==> src/rtl/klock_pkg.sv <==
package klock_pkg;

	localparam int CODE_LENGTH_DEF = 4;

	localparam logic [3:0] DIG_BLANK = 4'd10;
	localparam logic [3:0] DIG_DASH  = 4'd11;
	localparam logic [3:0] KEY_NONE  = 4'd0;
	localparam logic [3:0] KEY_MAX   = 4'd9;

	localparam logic [7:0] LED_ALL_OFF = 8'hFF;
	localparam logic [7:0] LED_ALL_ON  = 8'h00;

	localparam logic [2:0] MODE_IDLE   = 3'd0;
	localparam logic [2:0] MODE_ENTER  = 3'd1;
	localparam logic [2:0] MODE_CHECK  = 3'd2;
	localparam logic [2:0] MODE_UNLOCK = 3'd3;
	localparam logic [2:0] MODE_ALARM  = 3'd4;

	localparam logic [2:0] CFG_SET_HOLD    = 3'd0;
	localparam logic [2:0] CFG_UNLOCK_TICK = 3'd1;
	localparam logic [2:0] CFG_UNLOCK_STEP = 3'd2;
	localparam logic [2:0] CFG_ALARM_TICK  = 3'd3;
	localparam logic [2:0] CFG_ALARM_STEP  = 3'd4;

	localparam logic [6:0] SET_HOLD_DEF    = 7'd100;
	localparam logic [6:0] UNLOCK_TICK_DEF = 7'd10;
	localparam logic [4:0] UNLOCK_STEP_DEF = 5'd28;
	localparam logic [6:0] ALARM_TICK_DEF  = 7'd20;
	localparam logic [4:0] ALARM_STEP_DEF  = 5'd6;

	localparam logic [4:0] BOUNCE_LEN = 5'd14;

	typedef struct packed {
		logic [6:0] set_hold_ticks;
		logic [6:0] unlock_step_ticks;
		logic [4:0] unlock_steps;
		logic [6:0] alarm_step_ticks;
		logic [4:0] alarm_steps;
	} cfg_t;

	typedef struct packed {
		logic [3:0] digit_0;
		logic [3:0] digit_1;
		logic [3:0] digit_2;
		logic [3:0] digit_3;
		logic [7:0] led_pattern;
		logic       relay_on;
		logic       buzzer_on;
		logic [2:0] lock_mode;
	} res_t;

	// bouncing single LED, step taken modulo the table length
	function automatic logic [7:0] bounce_led(input logic [4:0] step);
		logic [4:0] r;
		logic [7:0] v;
		if (step >= 5'd28) begin
			r = step - 5'd28;
		end else if (step >= BOUNCE_LEN) begin
			r = step - BOUNCE_LEN;
		end else begin
			r = step;
		end
		case (r[3:0])
			4'd0:  v = 8'hFE;
			4'd1:  v = 8'hFD;
			4'd2:  v = 8'hFB;
			4'd3:  v = 8'hF7;
			4'd4:  v = 8'hEF;
			4'd5:  v = 8'hDF;
			4'd6:  v = 8'hBF;
			4'd7:  v = 8'h7F;
			4'd8:  v = 8'hBF;
			4'd9:  v = 8'hDF;
			4'd10: v = 8'hEF;
			4'd11: v = 8'hF7;
			4'd12: v = 8'hFB;
			4'd13: v = 8'hFD;
			default: v = LED_ALL_OFF;
		endcase
		return v;
	endfunction

endpackage

==> src/rtl/keypad_code_lock_controller.sv <==
// Each accepted input item is held in the input register; its result is loaded into
// the output register when that is empty or m_tready is high, and is offered on m_tvalid.
// Throughput: one item per cycle while the output is not stalled; the lock state update is a single pass
// between the input register and the output register.
// Reset (arst_n low): state clears at once, config and lock registers return to defaults,
// display shows dashes, LEDs off, relay and buzzer off.
module keypad_code_lock_controller #(
	parameter int CODE_LENGTH = klock_pkg::CODE_LENGTH_DEF
) (
	input  logic        clk,
	input  logic        arst_n,
	input  logic        s_tvalid,
	output logic        s_tready,
	input  logic [7:0]  s_tdata,   // [3:0] key_code
	output logic        m_tvalid,
	input  logic        m_tready,
	output logic [31:0] m_tdata,   // digit_0, digit_1, digit_2, digit_3, led_pattern,
	                               // relay_on, buzzer_on, lock_mode
	input  logic        cfg_valid,
	output logic        cfg_ready,
	input  logic [2:0]  cfg_index,
	input  logic [6:0]  cfg_data
);
	import klock_pkg::*;

	logic       vld_s1;
	logic [3:0] key_s1;
	logic       out_vld_q;
	logic [31:0] out_q;
	logic       adv;
	logic       take;
	logic [3:0] mbox;
	cfg_t       cfg_q;
	res_t       res;

	assign adv       = vld_s1 && (!out_vld_q || m_tready);
	assign s_tready  = !vld_s1 || adv;
	assign m_tvalid  = out_vld_q;
	assign m_tdata   = out_q;
	assign cfg_ready = 1'b1;

	always_ff @(posedge clk or negedge arst_n) begin
		if (!arst_n) begin
			cfg_q.set_hold_ticks    <= SET_HOLD_DEF;
			cfg_q.unlock_step_ticks <= UNLOCK_TICK_DEF;
			cfg_q.unlock_steps      <= UNLOCK_STEP_DEF;
			cfg_q.alarm_step_ticks  <= ALARM_TICK_DEF;
			cfg_q.alarm_steps       <= ALARM_STEP_DEF;
		end else if (cfg_valid) begin
			case (cfg_index)
				CFG_SET_HOLD:    cfg_q.set_hold_ticks    <= cfg_data;
				CFG_UNLOCK_TICK: cfg_q.unlock_step_ticks <= cfg_data;
				CFG_UNLOCK_STEP: cfg_q.unlock_steps      <= cfg_data[4:0];
				CFG_ALARM_TICK:  cfg_q.alarm_step_ticks  <= cfg_data;
				CFG_ALARM_STEP:  cfg_q.alarm_steps       <= cfg_data[4:0];
				default: ;
			endcase
		end
	end

	always_ff @(posedge clk or negedge arst_n) begin
		if (!arst_n) begin
			vld_s1    <= 1'b0;
			out_vld_q <= 1'b0;
		end else begin
			if (s_tvalid && s_tready) vld_s1 <= 1'b1;
			else if (adv)             vld_s1 <= 1'b0;
			if (adv)           out_vld_q <= 1'b1;
			else if (m_tready) out_vld_q <= 1'b0;
		end
	end

	always_ff @(posedge clk) begin
		if (s_tvalid && s_tready) key_s1 <= s_tdata[3:0];
		if (adv) begin
			out_q <= {3'b000, res.lock_mode, res.buzzer_on, res.relay_on, res.led_pattern,
				res.digit_3, res.digit_2, res.digit_1, res.digit_0};
		end
	end

	klock_qual u_qual (
		.clk    (clk),
		.arst_n (arst_n),
		.adv    (adv),
		.key    (key_s1),
		.take   (take),
		.mbox   (mbox)
	);

	klock_core #(
		.CODE_LENGTH (CODE_LENGTH)
	) u_core (
		.clk    (clk),
		.arst_n (arst_n),
		.adv    (adv),
		.mbox   (mbox),
		.cfg    (cfg_q),
		.take   (take),
		.res    (res)
	);

endmodule

==> src/rtl/klock_qual.sv <==
module klock_qual (
	input  logic       clk,
	input  logic       arst_n,
	input  logic       adv,
	input  logic [3:0] key,
	input  logic       take,
	output logic [3:0] mbox
);
	import klock_pkg::*;

	typedef enum logic [2:0] {
		Q_WAIT = 3'b001,
		Q_SEEN = 3'b010,
		Q_HOLD = 3'b100
	} qst_t;

	qst_t       qst_q, qst_d;
	logic [3:0] mbox_q;
	logic [3:0] key_ok;
	logic       pressed;

	assign key_ok  = (key > KEY_MAX) ? KEY_NONE : key;
	assign pressed = (key_ok != KEY_NONE);

	always_comb begin
		qst_d = qst_q;
		mbox  = mbox_q;
		case (qst_q)
			Q_WAIT: begin
				if (pressed) qst_d = Q_SEEN;
			end
			Q_SEEN: begin
				if (pressed) begin
					qst_d = Q_HOLD;
					mbox  = key_ok;
				end else begin
					qst_d = Q_WAIT;
				end
			end
			Q_HOLD: begin
				if (!pressed) qst_d = Q_WAIT;
			end
			default: qst_d = Q_WAIT;
		endcase
	end

	always_ff @(posedge clk or negedge arst_n) begin
		if (!arst_n) begin
			qst_q  <= Q_WAIT;
			mbox_q <= KEY_NONE;
		end else if (adv) begin
			qst_q  <= qst_d;
			mbox_q <= take ? KEY_NONE : mbox;
		end
	end

endmodule

==> src/rtl/klock_core.sv <==
module klock_core #(
	parameter int CODE_LENGTH = klock_pkg::CODE_LENGTH_DEF
) (
	input  logic              clk,
	input  logic              arst_n,
	input  logic              adv,
	input  logic [3:0]        mbox,
	input  klock_pkg::cfg_t   cfg,
	output logic              take,
	output klock_pkg::res_t   res
);
	import klock_pkg::*;

	localparam int IDX_W = (CODE_LENGTH > 1) ? $clog2(CODE_LENGTH) : 1;
	localparam logic [IDX_W-1:0] IDX_LAST = IDX_W'(CODE_LENGTH - 1);

	typedef enum logic [4:0] {
		ST_IDLE   = 5'b00001,
		ST_ENTER  = 5'b00010,
		ST_CHECK  = 5'b00100,
		ST_UNLOCK = 5'b01000,
		ST_ALARM  = 5'b10000
	} st_t;

	st_t                         mode_q, mode_d;
	logic [IDX_W-1:0]            idx_q, idx_d, pidx;
	logic [CODE_LENGTH-1:0][3:0] ent_q, ent_d;
	logic [CODE_LENGTH-1:0][3:0] sto_q, sto_d;
	logic                        set_q, set_d;
	logic [6:0]                  tick_q, tick_d, tick_inc;
	logic [4:0]                  step_q, step_d, step_n;
	logic [7:0]                  led_q, led_d;
	logic                        relay_q, relay_d;
	logic                        buz_q, buz_d;
	logic [3:0]                  dig [4];

	assign tick_inc = tick_q + 7'd1;

	always_comb begin
		mode_d  = mode_q;
		idx_d   = idx_q;
		ent_d   = ent_q;
		sto_d   = sto_q;
		set_d   = set_q;
		tick_d  = tick_q;
		step_d  = step_q;
		step_n  = step_q;
		led_d   = led_q;
		relay_d = relay_q;
		buz_d   = buz_q;
		take    = 1'b0;
		pidx    = (mode_q == ST_IDLE) ? '0 : idx_q;
		case (mode_q)
			ST_IDLE, ST_ENTER: begin
				if (mode_q == ST_IDLE) ent_d = {CODE_LENGTH{DIG_DASH}};
				if (mbox != KEY_NONE) begin
					take        = 1'b1;
					ent_d[pidx] = mbox;
					if (pidx == IDX_LAST) begin
						idx_d  = '0;
						mode_d = ST_CHECK;
					end else begin
						idx_d  = pidx + IDX_W'(1);
						mode_d = ST_ENTER;
					end
				end
			end
			ST_CHECK: begin
				tick_d = tick_inc;
				if (!set_q) begin
					if (tick_inc == 7'd1) sto_d = ent_q;
					if (tick_inc >= cfg.set_hold_ticks) begin
						set_d  = 1'b1;
						mode_d = ST_IDLE;
						tick_d = '0;
						ent_d  = {CODE_LENGTH{DIG_DASH}};
					end
				end else begin
					tick_d = '0;
					mode_d = (ent_q == sto_q) ? ST_UNLOCK : ST_ALARM;
				end
			end
			ST_UNLOCK: begin
				ent_d = {CODE_LENGTH{DIG_BLANK}};
				if (step_q == '0 && tick_q == '0) begin
					relay_d = 1'b1;
					buz_d   = 1'b0;
				end
				tick_d = tick_inc;
				if (tick_inc >= cfg.unlock_step_ticks) begin
					tick_d = '0;
					led_d  = bounce_led(step_q);
					step_n = step_q + 5'd1;
				end
				step_d = step_n;
				if (step_n >= cfg.unlock_steps) begin
					step_d  = '0;
					relay_d = 1'b0;
					buz_d   = 1'b0;
					led_d   = LED_ALL_OFF;
					mode_d  = ST_IDLE;
				end
			end
			ST_ALARM: begin
				ent_d  = {CODE_LENGTH{DIG_BLANK}};
				tick_d = tick_inc;
				if (tick_inc >= cfg.alarm_step_ticks) begin
					tick_d = '0;
					if (!step_q[0]) begin
						led_d   = LED_ALL_ON;
						relay_d = 1'b0;
						buz_d   = 1'b1;
					end else begin
						led_d   = LED_ALL_OFF;
						relay_d = 1'b0;
						buz_d   = 1'b0;
					end
					step_n = step_q + 5'd1;
				end
				step_d = step_n;
				if (step_n >= cfg.alarm_steps) begin
					led_d   = LED_ALL_OFF;
					relay_d = 1'b0;
					buz_d   = 1'b0;
					step_d  = '0;
					mode_d  = ST_IDLE;
				end
			end
			default: mode_d = ST_IDLE;
		endcase
	end

	always_ff @(posedge clk or negedge arst_n) begin
		if (!arst_n) begin
			mode_q  <= ST_IDLE;
			idx_q   <= '0;
			ent_q   <= {CODE_LENGTH{DIG_DASH}};
			sto_q   <= '0;
			set_q   <= 1'b0;
			tick_q  <= '0;
			step_q  <= '0;
			led_q   <= LED_ALL_OFF;
			relay_q <= 1'b0;
			buz_q   <= 1'b0;
		end else if (adv) begin
			mode_q  <= mode_d;
			idx_q   <= idx_d;
			ent_q   <= ent_d;
			sto_q   <= sto_d;
			set_q   <= set_d;
			tick_q  <= tick_d;
			step_q  <= step_d;
			led_q   <= led_d;
			relay_q <= relay_d;
			buz_q   <= buz_d;
		end
	end

	// result reflects the state after this item
	for (genvar j = 0; j < 4; j++) begin : g_dig
		if (j < CODE_LENGTH) begin : g_used
			assign dig[j] = ent_d[j];
		end else begin : g_blank
			assign dig[j] = DIG_BLANK;
		end
	end

	always_comb begin
		res.digit_0     = dig[0];
		res.digit_1     = dig[1];
		res.digit_2     = dig[2];
		res.digit_3     = dig[3];
		res.led_pattern = led_d;
		res.relay_on    = relay_d;
		res.buzzer_on   = buz_d;
		case (mode_d)
			ST_IDLE:   res.lock_mode = MODE_IDLE;
			ST_ENTER:  res.lock_mode = MODE_ENTER;
			ST_CHECK:  res.lock_mode = MODE_CHECK;
			ST_UNLOCK: res.lock_mode = MODE_UNLOCK;
			ST_ALARM:  res.lock_mode = MODE_ALARM;
			default:   res.lock_mode = MODE_IDLE;
		endcase
	end

	a_relay_buzzer_excl: assert property (@(posedge clk) disable iff (!arst_n)
		!(relay_q && buz_q))
		else $error("relay and buzzer both on");

	a_relay_in_unlock: assert property (@(posedge clk) disable iff (!arst_n)
		relay_q |-> (mode_q == ST_UNLOCK))
		else $error("relay on outside unlock");

	a_buzzer_in_alarm: assert property (@(posedge clk) disable iff (!arst_n)
		buz_q |-> (mode_q == ST_ALARM))
		else $error("buzzer on outside alarm");

	a_code_set_sticky: assert property (@(posedge clk) disable iff (!arst_n)
		!$fell(set_q))
		else $error("stored code lost");

endmodule
==> config.mk <==
export PLATFORM = sky130hd
export DESIGN_NAME = keypad_code_lock_controller
export DESIGN_NICKNAME = d
export VERILOG_FILES = /design/src/rtl/klock_pkg.sv /design/src/rtl/keypad_code_lock_controller.sv /design/src/rtl/klock_qual.sv /design/src/rtl/klock_core.sv
export SDC_FILE = /design/constraint.sdc
export NUM_CORES = 1
export LEC_CHECK = 0
export ABC_AREA = 0
export BUFFER_PORTS_ARGS = -buffer_cell sky130_fd_sc_hd__buf_2
export CORE_UTILIZATION = 34
export DETAILED_ROUTE_END_ITERATION = 16
export PLACE_DENSITY = 0.49
export SYNTH_ARGS = -nofsm -noshare
export SYNTH_HDL_FRONTEND = slang
export SYNTH_SLANG_ARGS = --single-unit
==> constraint.sdc <==
create_clock -name clk -period 5.3 [get_ports clk]
set_clock_uncertainty 0.2 [all_clocks]
set_input_delay 1.06 -clock clk [delete_from_list [all_inputs] [get_ports clk]]
set_output_delay 1.06 -clock clk [all_outputs]
set_load 0.005 [all_outputs]
==> impl_metrics.csv <==
group,metric,value,unit
run_status,status,"finished clean",
synth,synthMuxAreaShare,4.493,%
sta,post-route-min-period,4.797,ns
clock_network,cts-root-buf,"clkbuf_16",
synth,syn-cell-area,7993,µm²
clock_network,ctsResizeCount,0,
synth,synth_top_family_by_area,"compound AO/OA/AOI/OAI gates",
clock_network,cts.sinks,135,
synth,async_flop_share,75.56,%
synth,synth_edf_count,33,
finish,final_util,40.12,%
floorplanning,initial_core_util,34.98,%
critical_path,cp-end-kind,"flop",
power,p_leak,3.918,nW
drt,drtAntennaViolNets,0,
place,routabilityCongestion,0.8229,
place,hpwl,14190,µm
finish,n_antenna_cell,0,
drt,num_vias,6368,
drt,drcViolationCount,0,
synth,synth_area_leader_cell,"dfrtp_1",
synth,synthAdderAreaFrac,6.888,%
global_route,grt_pass1_wl,33210,µm
synth,synth_seq_cells,135,
clock_network,htreeDepth,4,
clock_network,cts_hold_buf,0,
sta,holdWs,0.2880,ns
sta,slew_headroom,35.64,%
clock_network,clock_path_buffers,2,
floorplanning,placementRows,55,
synth,synth_area_leaders,"dfrtp_1 21%, edfxtp_1 12%, dfstp_2 11%, ha_1 6.9%, nand2_1 5.0%",
floorplanning,die_area,24120,µm²
floorplanning,die_h,155.3,µm
sta,finalHoldViolCount,0,
drt,wl,20290,µm
sta,finalSetupViolCount,0,
floorplanning,io-pin-count,58,
drt,dr.pass1.iters,5,
sta,fin_tns_setup,0,ns
synth,ys_types,72,
synth,yosysWarnings,0,
finish,final_common_cell,"nand2_1",
global_route,grt_pass1_vias,6064,
clock_network,postCtsSetupBuffers,0,
synth,netlist_instances,835,
synth,synth_compound_area_share,19.99,%
synth,synthSimpleGateAreaFrac,15.61,%
critical_path,critPathMaxFanout,10,
synth,ys.flop_type,"dfrtp_1",
clock_network,clkTransAtPathRegs,0.06,ns
drt,drt_iter0_drc,344,
global_route,overflow,0,
sta,worst_pin_slew,0.9653,ns
synth,synth.top_cell.area_share,21.29,%
floorplanning,die_w,155.3,µm
critical_path,arrival,4.93,ns
run,cap_violations,0,
synth,syn_area_per_cell,9.572,µm²
clock_network,cts_buffers,17,
finish,final_cell_mix,"107 x nand2_1, 68 x o21ai_0, 68 x dfrtp_1",
power,vdd_drop_max,0.1919,mV
synth,synth-seq-area-share,44.87,%
sta,rsz0062_at_grt,"no",
sta,period_share,90.50,%
critical_path,cp-start-kind,"flop",
place,port_buffers,49,
critical_path,critPathRequiredTime,5.43,ns
floorplanning,core_area,22850,µm²
sta,report.final.slew_viol_count,0,
drt,vias_per_cell,5.267,
critical_path,criticalPathCategory,"reg2reg",
global_route,grtUsageTotal,17.74,%
sta,clock.fmax,208.5,MHz
drt,routedWlPerCell,16.79,µm
synth,synthXorXnorAreaFrac,3.726,%
clock_network,cts_tree,"done",
global_route,antenna_found_initial,0,
worst_hold_path,hp-class,"reg2reg",
power,p_per_area,472.0,nW/µm²
finish,drive_gt1_share,19.20,%
global_route,grt_max_degree,70,
finish,nets,950,
clock_network,clkLatencyLatePin,0.43,ns
finish,area_growth_syn_to_layout,14.67,%
==> per-stage QoR <==
stage	area (µm²)	worst slack [ns]	total power, W	instances
floorplan	8000	1.005	0.002653	837
global placement	8584	0.5528	0.003147	1177
detailed placement	8584	0.5008	0.003152	1177
CTS	9165	0.4901	0.004365	1209
global route	9165	0.03724	0.004645	1209
finish	9165	0.5033	0.004326	1209
==> worst paths after layout <==
path                                        from               end  slack [ns]  cells past startpoint
worst min register to register   u_core.led_q[7]   u_core.led_q[7]        0.29                      2
worst max-delay path            u_core.tick_q[1]   u_core.led_q[2]        0.50                     17
worst min-delay path             u_core.led_q[7]   u_core.led_q[7]        0.29                      2
worst max register to register  u_core.tick_q[1]   u_core.led_q[2]        0.50                     17
max in group asynchronous                 arst_n  u_core.ent_q[15]        3.27                      2
min in group asynchronous                 arst_n         cfg_q[25]        0.56                      1
==> critical path, stage by stage, from the launching register on <==
cell	delay (ns)
dfrtp_1	0.42
ha_1	0.24
nand3_1	0.09
xor2_1	0.21
inv_1	0.17
ha_1	0.32
and3_1	0.20
a221oi_1	0.33
o21ai_0	0.27
buf_4	0.24
nand3_1	0.16
xnor2_1	0.09
ha_1	0.31
nand2_1	0.07
o21ai_0	0.51
a22o_1	0.40
nor2_1	0.13
a221oi_1	0.32
==> registers in the layout (all words and copies together), names as in the netlist, 2 cells and up <==
signal and flops:
cfg_q 31, u_core.step_q 5, u_core.mode_q 5, u_core.sto_q 16
u_qual.qst_q 3, m_tdata 29, u_core.idx_q 2, u_core.tick_q 7
key_s1 4, u_core.led_q 8, u_core.ent_q 16, u_qual.mbox_q 4
==> power by group <==
part           leakage (nW)  internal [W]  total [W]  switching [W]
clock                 0.276      0.000699    0.00119       0.000490
combinational          2.08      0.000623    0.00161       0.000990
sequential             1.56       0.00136    0.00152       0.000160
==> Yosys cell counts (9+ instances only) <==
cell,instances
dfstp_2,34
a21o_1,10
inv_1,46
o21ai_0,68
xnor2_1,25
xor2_1,9
ha_1,44
a22o_1,12
nand2b_1,14
edfxtp_1,33
o22ai_1,9
a21oi_1,46
dfrtp_1,68
clkbuf_1,23
mux2_2,31
nor2_1,42
o31ai_1,9
nor3_1,16
nand2_1,107
a31oi_1,18
nand3_1,25
==> routing by layer <==
layer / track usage [%] / part of all wire (%)
met3: 2.841 / 3.3
met1: 26.41 / 52
met2: 26.33 / 44
met4: 4.995 / 1.2
met5: 0 / 0
==> layout make-up <==
class / count / area (µm²)
clock buffers: 19 / 432.9
clock inverters: 13 / 147.6
fillers: 2329 / 13680
inverters: 48 / 180.2
multi-input cells: 618 / 4074
flip-flops and latches: 135 / 3586
well taps: 313 / 391.6
repair buffers: 63 / 352.8
==> logic make-up (layout without fill, tap and decap cells) <==
| logic type | after synthesis | after routing |
|---|---|---|
| xor gates and xnor gates | 34 | 34 |
| other | 2 | 4 |
| AOI/OAI and AO/OA | 246 | 246 |
| and+or+nand+nor | 258 | 258 |
| adders and majority gates | 44 | 44 |
| muxes | 32 | 32 |
| buffers and inverters | 84 | 143 |
| DFF | 135 | 135 |
Power figures use the tool's default switching activity.
